$ cat config.mk
export PLATFORM = sky130hd
export DESIGN_NAME = pixel_to_glyph_mapper
export DESIGN_NICKNAME = d
export VERILOG_FILES = /design/src/rtl/p2g_pkg.sv /design/src/rtl/pixel_to_glyph_mapper.sv /design/src/rtl/p2g_div.sv
export SDC_FILE = /design/constraint.sdc
export NUM_CORES = 1
export LEC_CHECK = 0
export BUFFER_PORTS_ARGS = -buffer_cell sky130_fd_sc_hd__clkbuf_2
export CAP_MARGIN = 40
export CORE_ASPECT_RATIO = 0.6
export CORE_MARGIN = 2
export CORE_UTILIZATION = 63
export CTS_CLUSTER_SIZE = 40
export DETAILED_ROUTE_END_ITERATION = 8
export PLACE_DENSITY = 0.82
export SYNTH_ARGS = -nofsm -noshare
export SYNTH_HDL_FRONTEND = slang
export SYNTH_SLANG_ARGS = --single-unit
$ cat constraint.sdc
create_clock -name i_clk -period 11.8 [get_ports i_clk]
set_input_delay 1.77 -clock i_clk [delete_from_list [all_inputs] [get_ports i_clk]]
set_output_delay 1.77 -clock i_clk [all_outputs]
set_load 0.05 [all_outputs]
$ cat src/rtl/p2g_pkg.sv
// Shared types and constants for the pixel to glyph mapper.
// Holds the sequencer states, the divider request/response structs and the glyph tables.
// No dependencies.
package p2g_pkg;

    localparam int DivW = 15;   // dividend and quotient width
    localparam int DsrW = 9;    // divisor width
    localparam int CntW = 4;    // step counter width

    localparam logic [5:0] BrailleHi  = 6'h28;  // upper bits of 0x2800
    localparam logic [6:0] RampMid    = 7'd45;
    localparam logic [6:0] RampLast   = 7'd90;
    localparam logic [6:0] RampScale  = 7'd90;
    localparam logic [8:0] LevelsMax  = 9'd256;
    localparam logic [DivW-1:0] FullRange = 15'd256;
    localparam logic [CntW-1:0] StepsShort = 4'd9;
    localparam logic [CntW-1:0] StepsLong  = 4'd15;

    localparam logic [7:0] RampChars [0:90] = '{
        8'h60, 8'h2E, 8'h2D, 8'h27, 8'h3A, 8'h5F, 8'h2C, 8'h5E, 8'h3D, 8'h3B,
        8'h3E, 8'h3C, 8'h2B, 8'h21, 8'h72, 8'h63, 8'h2A, 8'h2F,
        8'h7A, 8'h3F, 8'h73, 8'h4C, 8'h54, 8'h76, 8'h29, 8'h4A, 8'h37, 8'h28,
        8'h7C, 8'h46, 8'h69, 8'h7B, 8'h43, 8'h7D, 8'h66, 8'h49, 8'h33, 8'h31,
        8'h74, 8'h6C, 8'h75, 8'h5B, 8'h6E, 8'h65, 8'h6F, 8'h5A, 8'h35, 8'h59,
        8'h78, 8'h6A, 8'h79, 8'h61, 8'h5D, 8'h32, 8'h45, 8'h53, 8'h77, 8'h71,
        8'h6B, 8'h50, 8'h36, 8'h68, 8'h39, 8'h64, 8'h34, 8'h56, 8'h70, 8'h4F,
        8'h47, 8'h62, 8'h55, 8'h41, 8'h4B, 8'h58, 8'h48, 8'h6D, 8'h38, 8'h52,
        8'h44, 8'h23, 8'h24, 8'h42, 8'h67, 8'h30, 8'h4D, 8'h4E, 8'h57, 8'h51,
        8'h25, 8'h26, 8'h40
    };

    typedef enum logic [2:0] {
        S_IDLE,
        S_BRIGHT,
        S_BRL,
        S_DIV1,
        S_DIV2,
        S_SCALE,
        S_DIV3,
        S_EMIT
    } t_state;

    typedef struct packed {
        logic            start;
        logic [DivW-1:0] dividend;
        logic [DsrW-1:0] divisor;
        logic [CntW-1:0] steps;
    } t_div_req;

    typedef struct packed {
        logic            busy;
        logic            done;
        logic [DivW-1:0] quotient;
    } t_div_rsp;

    // Dots set by the first num entries of the fill order 0,3,1,4,2,5,6,7.
    function automatic logic [7:0] fill_mask(input logic [2:0] num);
        logic [7:0] m;
        case (num)
            3'd0:    m = 8'h00;
            3'd1:    m = 8'h01;
            3'd2:    m = 8'h09;
            3'd3:    m = 8'h0B;
            3'd4:    m = 8'h1B;
            3'd5:    m = 8'h1F;
            3'd6:    m = 8'h3F;
            default: m = 8'h7F;
        endcase
        return m;
    endfunction

endpackage

$ cat src/rtl/pixel_to_glyph_mapper.sv
// Pixel to glyph mapper: brightness ramp characters or braille cells from RGB pixels.
// Ramp mode with two or more levels makes three passes through the shared bit-serial
// divider of 9, 9 and 15 steps; ramp mode with one level and braille mode skip it.
// A pixel is taken only after the previous one is done; a braille pixel not last in its cell
// gives no result, and a result waits in the output register while the next pixel is taken.
// Synchronous active-low reset clears mode, dots and cell color and sets levels to one.
module pixel_to_glyph_mapper (
    input  logic        i_clk,
    input  logic        i_rst_n,
    input  logic        i_cfg_we,
    input  logic        i_cfg_index,
    input  logic [8:0]  i_cfg_wdata,
    input  logic        i_valid,
    output logic        o_stall,
    input  logic [7:0]  i_red,
    input  logic [7:0]  i_green,
    input  logic [7:0]  i_blue,
    input  logic [2:0]  i_cell_slot,
    input  logic        i_cell_last,
    output logic        o_valid,
    input  logic        i_stall,
    output logic [13:0] o_code_point,
    output logic [7:0]  o_color_red,
    output logic [7:0]  o_color_green,
    output logic [7:0]  o_color_blue
);
    import p2g_pkg::*;

    localparam logic CfgMode   = 1'b0;
    localparam logic CfgLevels = 1'b1;

    t_state      r_state, n_state;
    logic        r_mode;
    logic [8:0]  r_levels;
    logic [7:0]  r_red, r_green, r_blue;
    logic [2:0]  r_slot;
    logic        r_last;
    logic [7:0]  r_bright;
    logic [7:0]  r_q;
    logic [13:0] r_res_code;
    logic [7:0]  r_dots;
    logic [23:0] r_cell_color;
    logic        r_o_valid;
    logic [13:0] r_o_code;
    logic [23:0] r_o_color;

    t_div_req    div_req;
    t_div_rsp    div_rsp;

    logic        in_take;
    logic        out_free;
    logic [8:0]  lv;
    logic        lv_pow2;
    logic [9:0]  rgb_sum;
    logic [19:0] third_prod;
    logic [8:0]  step_d1;
    logic [8:0]  round_num;
    logic [8:0]  q_max;
    logic [7:0]  q_clamped;
    logic [14:0] scaled;
    logic [6:0]  ramp_idx;
    logic [7:0]  new_dots;
    logic [23:0] new_color;

    p2g_div u_div (
        .i_clk   (i_clk),
        .i_rst_n (i_rst_n),
        .i_req   (div_req),
        .o_rsp   (div_rsp)
    );

    assign o_stall  = (r_state != S_IDLE);
    assign in_take  = i_valid && !o_stall;
    assign out_free = !r_o_valid || !i_stall;

    // Saturate levels into 1..256.
    always_comb begin
        if (r_levels == 9'd0) begin
            lv = 9'd1;
        end else if (r_levels > LevelsMax) begin
            lv = LevelsMax;
        end else begin
            lv = r_levels;
        end
    end
    assign lv_pow2 = (lv & (lv - 9'd1)) == 9'd0;

    // floor(sum/3) as sum*683 >> 11, exact for sums up to 765.
    assign rgb_sum    = 10'(r_red) + 10'(r_green) + 10'(r_blue);
    assign third_prod = 20'(rgb_sum) * 20'd683;

    // 255/lv equals 256/lv less one exactly when lv is a power of two.
    assign step_d1   = div_rsp.quotient[8:0] - 9'(lv_pow2);
    assign round_num = 9'(r_bright) + 9'(step_d1[8:1]);

    assign q_max     = lv - 9'd1;
    assign q_clamped = (div_rsp.quotient >= 15'(q_max)) ? q_max[7:0] : div_rsp.quotient[7:0];
    assign scaled    = 15'(r_q) * 15'(RampScale);
    assign ramp_idx  = (div_rsp.quotient > 15'(RampLast)) ? RampLast : div_rsp.quotient[6:0];

    assign new_dots  = (r_dots & ~(8'd1 << r_slot)) | fill_mask(r_bright[7:5]);
    assign new_color = (r_slot == 3'd0) ? {r_red, r_green, r_blue} : r_cell_color;

    always_ff @(posedge i_clk) begin
        if (!i_rst_n) begin
            r_state <= S_IDLE;
        end else begin
            r_state <= n_state;
        end
    end

    always_comb begin
        n_state          = r_state;
        div_req.start    = 1'b0;
        div_req.dividend = FullRange;
        div_req.divisor  = lv;
        div_req.steps    = StepsShort;
        unique case (r_state)
            S_IDLE: begin
                if (in_take) n_state = S_BRIGHT;
            end
            S_BRIGHT: begin
                if (r_mode) begin
                    n_state = S_BRL;
                end else if (lv == 9'd1) begin
                    n_state = S_EMIT;
                end else begin
                    div_req.start = 1'b1;
                    n_state       = S_DIV1;
                end
            end
            S_BRL: begin
                n_state = r_last ? S_EMIT : S_IDLE;
            end
            S_DIV1: begin
                if (div_rsp.done) begin
                    div_req.start    = 1'b1;
                    div_req.dividend = 15'(round_num);
                    div_req.divisor  = div_rsp.quotient[8:0];
                    n_state          = S_DIV2;
                end
            end
            S_DIV2: begin
                if (div_rsp.done) n_state = S_SCALE;
            end
            S_SCALE: begin
                div_req.start    = 1'b1;
                div_req.dividend = scaled;
                div_req.divisor  = q_max;
                div_req.steps    = StepsLong;
                n_state          = S_DIV3;
            end
            S_DIV3: begin
                if (div_rsp.done) n_state = S_EMIT;
            end
            S_EMIT: begin
                if (out_free) n_state = S_IDLE;
            end
            default: n_state = S_IDLE;
        endcase
    end

    // Configuration and cell state.
    always_ff @(posedge i_clk) begin
        if (!i_rst_n) begin
            r_mode       <= 1'b0;
            r_levels     <= 9'd1;
            r_dots       <= '0;
            r_cell_color <= '0;
        end else begin
            if (i_cfg_we && i_cfg_index == CfgMode)   r_mode   <= i_cfg_wdata[0];
            if (i_cfg_we && i_cfg_index == CfgLevels) r_levels <= i_cfg_wdata;
            if (r_state == S_BRL) begin
                r_cell_color <= new_color;
                r_dots       <= r_last ? 8'd0 : new_dots;
            end
        end
    end

    // Datapath registers.
    always_ff @(posedge i_clk) begin
        if (in_take) begin
            r_red   <= i_red;
            r_green <= i_green;
            r_blue  <= i_blue;
            r_slot  <= i_cell_slot;
            r_last  <= i_cell_last;
        end
        if (r_state == S_BRIGHT) begin
            r_bright   <= third_prod[18:11];
            r_res_code <= {6'd0, RampChars[RampMid]};
        end
        if (r_state == S_BRL) r_res_code <= {BrailleHi, new_dots};
        if (r_state == S_DIV2 && div_rsp.done) r_q <= q_clamped;
        if (r_state == S_DIV3 && div_rsp.done) r_res_code <= {6'd0, RampChars[ramp_idx]};
    end

    // Output register: hold until taken.
    always_ff @(posedge i_clk) begin
        if (!i_rst_n) begin
            r_o_valid <= 1'b0;
        end else if (r_state == S_EMIT && out_free) begin
            r_o_valid <= 1'b1;
        end else if (!i_stall) begin
            r_o_valid <= 1'b0;
        end
    end

    always_ff @(posedge i_clk) begin
        if (r_state == S_EMIT && out_free) begin
            r_o_code  <= r_res_code;
            r_o_color <= r_mode ? r_cell_color : {r_red, r_green, r_blue};
        end
    end

    assign o_valid       = r_o_valid;
    assign o_code_point  = r_o_code;
    assign o_color_red   = r_o_color[23:16];
    assign o_color_green = r_o_color[15:8];
    assign o_color_blue  = r_o_color[7:0];

    a_busy_blocks_input: assert property (@(posedge i_clk) disable iff (!i_rst_n)
        div_rsp.busy |-> o_stall)
        else $error("request accepted while divider busy");

    a_result_from_emit: assert property (@(posedge i_clk) disable iff (!i_rst_n)
        $rose(o_valid) |-> $past(r_state == S_EMIT))
        else $error("result loaded outside emit state");

    a_dots_clear_after_cell: assert property (@(posedge i_clk) disable iff (!i_rst_n)
        (r_state == S_BRL && r_last) |=> (r_dots == 8'd0))
        else $error("dot pattern not cleared after cell");

    a_divider_only_in_ramp: assert property (@(posedge i_clk) disable iff (!i_rst_n)
        div_req.start |-> !r_mode && lv != 9'd1)
        else $error("divider started without ramp quantization");

endmodule

$ cat src/rtl/p2g_div.sv
// Restoring radix-2 divider shared by all quantization steps.
// One quotient bit per cycle; the step count selects how many dividend bits are used.
// Depends on p2g_pkg.
module p2g_div (
    input  logic                i_clk,
    input  logic                i_rst_n,
    input  p2g_pkg::t_div_req   i_req,
    output p2g_pkg::t_div_rsp   o_rsp
);
    import p2g_pkg::*;

    logic            r_busy;
    logic            r_done;
    logic [CntW-1:0] r_cnt;
    logic [DivW-1:0] r_num;
    logic [DsrW-1:0] r_rem;
    logic [DsrW-1:0] r_dsr;

    logic [DsrW:0]   trial;
    logic            fits;
    logic [CntW-1:0] pre_shift;

    assign trial     = {r_rem, r_num[DivW-1]};
    assign fits      = trial >= {1'b0, r_dsr};
    assign pre_shift = CntW'(DivW) - i_req.steps;

    always_ff @(posedge i_clk) begin
        if (!i_rst_n) begin
            r_busy <= 1'b0;
            r_done <= 1'b0;
            r_cnt  <= '0;
        end else begin
            r_done <= 1'b0;
            if (r_busy) begin
                r_cnt <= r_cnt - 1'b1;
                if (r_cnt == CntW'(1)) begin
                    r_busy <= 1'b0;
                    r_done <= 1'b1;
                end
            end else if (i_req.start) begin
                r_busy <= 1'b1;
                r_cnt  <= i_req.steps;
            end
        end
    end

    // Quotient bits shift in at the bottom as the dividend bits leave the top.
    always_ff @(posedge i_clk) begin
        if (r_busy) begin
            r_rem <= fits ? DsrW'(trial - {1'b0, r_dsr}) : trial[DsrW-1:0];
            r_num <= {r_num[DivW-2:0], fits};
        end else if (i_req.start) begin
            r_rem <= '0;
            r_dsr <= i_req.divisor;
            r_num <= i_req.dividend << pre_shift;
        end
    end

    assign o_rsp.busy     = r_busy;
    assign o_rsp.done     = r_done;
    assign o_rsp.quotient = r_num;

endmodule
After elaboration in Yosys (flattened, before gate mapping)
Memories as Yosys holds them, arrays and structs flattened.
Cells that the tools add are included.
Cells by class
  $mul: 2
  bitwise operators: 7
  $add $sub $neg: 8
  mux-type cells: 40
  eq/ne operators: 21
  $lt $le $gt $ge: 5
  shifts and indexed selects: 2
  reduce and logical (&&, ||, !) cells: 23
Operators with widths (number)
  one-hot mux 7 bit (7 select lines): 1
  one-hot mux 24 bit (2 select lines): 1
  2-to-1 mux 9 bit: 5
  2-to-1 mux 8 bit: 5
  2-to-1 mux 15 bit: 2
  2-to-1 mux 14 bit: 2
  2-to-1 mux 3 bit: 9
  2-to-1 mux 25 bit: 1
  2-to-1 mux 24 bit: 1
  one-hot mux 3 bit (8 select lines): 1
  equality test 3 bit, second input constant: 7
  multiplier 10 x 10 -> 19 bit, second input constant: 1
  adder 8 x 8 -> 9 bit: 2
  logical NOT 9 bit: 2
  greater-or-equal comparator 15 x 9 -> 1 bit: 1
  greater-than comparator 15 x 7 -> 1 bit, second input constant: 1
  left shift 15 x 4 -> 15 bit: 1
  multiplier 8 x 6 -> 14 bit, second input constant: 1
  equality test 3 x 2 -> 1 bit, second input constant: 4
  adder 9 x 8 -> 10 bit: 1
  greater-or-equal comparator 10 x 9 -> 1 bit: 1
  AND 9 bit: 1
  equality test 9 x 1 -> 1 bit, second input constant: 1
  greater-than comparator 9 bit, second input constant: 1
  28 further kinds: 55
Word-level totals
  bits of input ports: 43
  output and inout port bits: 40
  memories: 1
  register bits after elaboration: 173
  memory bits (read-only): 1024
Memories
  (no name shown): words 128, bits a word 8, rd ports 1, clocked after Yosys merged registers in 0, write ports 0, RTL line pixel_to_glyph_mapper.sv:195  | if (r_state == S_DIV3 && div_rsp.done) r_res_code <= {6'd0, RampChars[ramp_idx]};

Logic depth before layout (Yosys ltp)
  depth after elaboration: 13
  gate-level depth with buffers: 24
  gate-level depth less buffers: 24

By module
Synthesis repeated with hierarchy kept, for this count alone.
Second synthesis, totals
  cell total of the unflattened synthesis: 1375
  area total of the unflattened synthesis: 13163.9 µm²
Modules (own cells, without submodules)
  pixel_to_glyph_mapper: times used 1, area an instance 10522.6 µm², cells an instance 1112
  p2g_div: times used 1, area an instance 2641.3 µm², cells an instance 263

Worst setup path before layout
No wires, ideal clock.
  kind: flip-flop to flip-flop
  start point: register r_red[1]
  end point: register r_bright[7], data pin
  clock period less this slack: 6.666 ns
  data arrival time: 6.406 ns
  stages on the path, launching flop included: 21
  setup time: 0.261 ns
  slack: 5.134 ns
  cells stage by stage: edfxtp_1 > fa_1 > ha_1 > fa_1 > a21oi_1 > nor2_1 > o21ai_0 > a2111oi_0 > ha_1 > ha_1 > fa_1 > fa_1 > ha_1 > ha_1 > o211ai_1 > nor2_1 > o21ai_0 > a211o_1 > a31oi_1 > a21oi_1 > xnor2_1
On the way
  longest elaborated chain between the ends: 3
Ends and longest elaborated chain
  start: declaration: RTL line pixel_to_glyph_mapper.sv:35  | logic [7:0] r_red, r_green, r_blue;
  start signal: assignment: RTL line pixel_to_glyph_mapper.sv:183  | r_red <= i_red;
  adder 8 x 8 -> 9 bit: RTL line pixel_to_glyph_mapper.sv:89  | assign rgb_sum = 10'(r_red) + 10'(r_green) + 10'(r_blue);
  adder 9 x 8 -> 10 bit: RTL line pixel_to_glyph_mapper.sv:89
  multiplier 10 x 10 -> 19 bit: RTL line pixel_to_glyph_mapper.sv:90  | assign third_prod = 20'(rgb_sum) * 20'd683;
  via third_prod[18]: RTL line pixel_to_glyph_mapper.sv:55  | logic [19:0] third_prod;
  end signal: assignment: RTL line pixel_to_glyph_mapper.sv:190  | r_bright <= third_prod[18:11];
  end: declaration: RTL line pixel_to_glyph_mapper.sv:38  | logic [7:0] r_bright;
The timed path passes the listed nets, and every way through them passes these cells.
A chain may end at the register's enable or synchronous reset.

Final worst setup path
Ends and elaborated chain as after synthesis.

==> impl_metrics.sql <==
INSERT INTO impl_metrics (metric_group, metric, value, unit) VALUES
('clocking', 'cts.sinks', '171', ''),
('synth', 'synthFlopType', 'edfxtp_1', ''),
('routing', 'drtPass1Iterations', '5', ''),
('place', 'hpwl', '24.7', 'mm'),
('setup_path', 'crit_arrival', '7.27', 'ns'),
('synth', 'synth_area_in_compound_gates', '16.7', '%'),
('clocking', 'tritoncts', 'built', ''),
('synth', 'synth_top_area_share', '28.2', '%'),
('grt', 'grt_usage', '31.9', '%'),
('clocking', 'ctsHoldBuffers', '0', ''),
('synth', 'post_synth_and_or_nand_nor_area_fraction', '14.8', '%'),
('floorplanning', 'boundaryPins', '83', ''),
('timing', 'fin_hold_ws', '0.420', 'ns'),
('synth', 'yosysSeqAreaShare', '36.6', '%'),
('timing', 'worst-slew-pin-transition', '0.973', 'ns'),
('synth', 'synth.top_cells.by_area', 'edfxtp_1 28%, ha_1 14%, dfxtp_1 8.4%, fa_1 6.7%, nand2_1 4.8%', ''),
('timing', 'finalCritPeriodShare', '60.0', '%'),
('clocking', 'cts_resized', '0', ''),
('clocking', 'cts_max_level', '4', ''),
('routing', 'antenna_left', '0', ''),
('place', 'globalplace.congestion', '0.998', ''),
('grt', 'grt_pass1_vias', '9707', ''),
('routing', 'drt-initial-drc-count', '1351', ''),
('setup_path', 'endpoint_kind', 'flop', ''),
('setup_path', 'critical_path.reg2reg.startpoint', 'r_red[1]$_DFFE_PP_', ''),
('floorplanning', 'die-width', '186', 'um'),
('worst_hold_path', 'hold_class', 'flop to flop', ''),
('routing', 'detailroute.via_count', '10300', ''),
('grt', 'largest_net_degree_at_the_start_of_global_routing', '36', ''),
('routing', 'post_drt_wl_per_cell', '20.4', 'um'),
('floorplanning', 'die-height', '113', 'um'),
('timing', 'max-slew-margin-rel', '35.1', '%'),
('synth', 'synth.yosys.warnings', '0', ''),
('synth', 'synth_edf_count', '118', ''),
('synth', 'synth_cells', '1294', ''),
('setup_path', 'largest_driver_fanout_on_the_critical_path', '4', ''),
('timing', 'fmax', '0.141', 'GHz'),
('clocking', 'clk-insertion-delay-late', '0.45', 'ns'),
('routing', 'detail_route.drc_violations', '0', ''),
('place', 'place.detailed.instances', '1586', ''),
('routing', 'post_drt_via_cell_ratio', '6.35', ''),
('clocking', 'clock_tree.buffer_depth', '2', ''),
('setup_path', 'startpoint', 'r_red[1]$_DFFE_PP_', ''),
('cells_and_area', 'n_fill_cell', '1425', ''),
('setup_path', 'worst_setup_path_start_kind', 'flop', ''),
('timing', 'report.final.setup_viol', '0', ''),
('worst_hold_path', 'hold_path_startpoint', 'r_res_code[3]$_DFFE_PP_', ''),
('cells_and_area', 'final_layout_size_suffix_gt1_share', '13.1', '%'),
('cells_and_area', 'num_antenna_cells', '0', ''),
('timing', 'tns', '0', 'ns'),
('setup_path', 'critPathCapture', 'r_bright[7]$_DFFE_PP_', ''),
('clocking', 'cts_root_buffer', 'clkbuf_16', ''),
('timing', 'drv_slew', '0', ''),
('cells_and_area', 'finish.net_count', '1561', ''),
('floorplanning', 'floorplan.initialDensity', '65.3', '%'),
('floorplanning', 'core_region_area', '19300', 'um2'),
('setup_path', 'worst_r2r_path_depth', '23', ''),
('synth', 'flops_latches_synth', '171', ''),
('routing', 'wl', '33.0', 'mm'),
('timing', 'final.min_clock_period', '7.08', 'ns'),
('timing', 'rsz0062_at_grt', 'no', ''),
('setup_path', 'worst_r2r_endpoint', 'r_bright[7]$_DFFE_PP_', ''),
('grt', 'grt.overflow.total', '0', ''),
('status', 'run_status', 'complete, no violations', ''),
('clocking', 'cts_inserted_buffers', '17', ''),
('floorplanning', 'design.die.area', '21200', 'um2'),
('synth', 'synth-xor-area-share', '2.78', '%'),
('timing', 'report.final.hold_viol_count', '0', ''),
('synth', 'synth_area', '12600', 'um2'),
('cells_and_area', 'stdcell_count', '1618', ''),
('synth', 'synth_adder_area_share', '20.3', '%');
-- layout make-up --
| type | instances | area, um2 | area share, % |
|---|---|---|---|
| multi-input cells | 946 | 7190 | 52.5 |
| flip-flops and latches | 171 | 4600 | 33.6 |
| repair buffers | 92 | 568 | 4.15 |
| clock buffers | 18 | 429 | 3.13 |
| inverters | 111 | 418 | 3.05 |
| well taps | 266 | 333 | 2.43 |
| clock inverters | 14 | 151 | 1.11 |
-- synth_stat cells, types with 9 or more instances --
cell	count
nand2_1	161
nor2b_1	14
or4_1	9
edfxtp_1	118
ha_1	137
dfxtp_1	53
a21oi_1	94
a21boi_0	26
fa_1	42
clkbuf_1	40
inv_1	110
o21ai_0	56
o211ai_1	18
nor3_1	36
mux2_2	22
xnor2_1	29
o221ai_1	13
a211oi_1	15
a31oi_1	12
and3_1	11
xor2_1	11
nor2_1	58
nand3_1	20
a21o_1	10
-- flip-flops by register name, indices dropped and copies added (netlist names) --
register / count
r_res_code: 9
r_bright: 8
o_valid: 1
o_code_point: 9
r_q: 8
r_blue: 8
u_div.r_dsr: 9
u_div.r_rem: 9
r_last: 1
r_state: 3
u_div.r_busy: 1
r_o_color: 24
r_dots: 8
r_green: 8
u_div.r_done: 1
r_red: 8
u_div.r_cnt: 4
u_div.r_num: 15
r_slot: 3
r_mode: 1
r_cell_color: 24
r_levels: 9
-- layer usage --
metal | vias up | GRT usage (%) | part of all wire (%)
met1 | 4881 | 47.3 | 45
met4 | 0 | 7.68 | 1.5
li1 | 4747 | - | -
met5 | - | 0 | 0
met3 | 56 | 8.37 | 12
met2 | 595 | 46.5 | 41
-- through the flow --
stage	worst slack, ns	util (%)	instance area, um2
final	4.72	71.0	13700
after global routing	4.43	71.0	13700
after CTS	4.79	71.0	13700
after detailed placement	4.82	68.0	13100
after global placement	5.08	67.4	13000
after floorplan	5.13	-	12600
-- worst max-delay path, stage by stage, from the launching register on --
cell and delay (ns):
edfxtp_1 0.44, fa_1 0.50, ha_1 0.26, fa_1 0.41, a21oi_1 0.18, nor2_1 0.07, o21ai_0 0.30, nand2b_1 0.10
a21oi_1 0.20, xnor2_1 0.31, ha_1 0.38, ha_1 0.34, fa_1 0.54, inv_1 0.05, fa_1 0.50, inv_1 0.05
fa_1 0.50, ha_1 0.34, a211o_1 0.25, o21ai_0 0.41, a211o_1 0.25, a31oi_1 0.13, a21oi_1 0.22, xnor2_1 0.09
-- cell families (layout without fill, tap and decap cells) --
logic type,Yosys count,count (layout)
muxes,26,26
adders and majority gates,179,179
and+or+nand+nor,378,378
other,1,4
xor gates and xnor gates,40,40
buffers and inverters,180,235
AOI/OAI and AO/OA,319,319
DFF,171,171
-- how the worst min path moves through the flow --
stage / end / slack, ns / depth (start not counted)
2_1_floorplan: o_code_point[0]$_DFFE_PP_ / 0.40 / 0
3_3_place_gp: o_code_point[1]$_DFFE_PP_ / 0.40 / 0
3_5_place_dp: o_code_point[2]$_DFFE_PP_ / 0.40 / 0
4_1_cts: o_code_point[2]$_DFFE_PP_ / 0.42 / 0
5_1_grt: o_code_point[2]$_DFFE_PP_ / 0.43 / 0
6_report: o_code_point[3]$_DFFE_PP_ / 0.42 / 0
-- cells in the final DEF (no fill, tap or decap), types with 20 or more instances in the layout --
cell type	count
nand2_1	161
dfxtp_1	53
a21boi_0	26
mux2_2	22
ha_1	137
edfxtp_1	118
nand3_1	20
nor2_1	57
clkbuf_2	78
a21oi_1	93
o21ai_0	56
fa_1	42
inv_1	110
xnor2_1	29
nor3_1	36
Power is left out: the tool's default activity adds up to more than one toggle a clock period on the data nets, which glitch-free logic cannot reach.
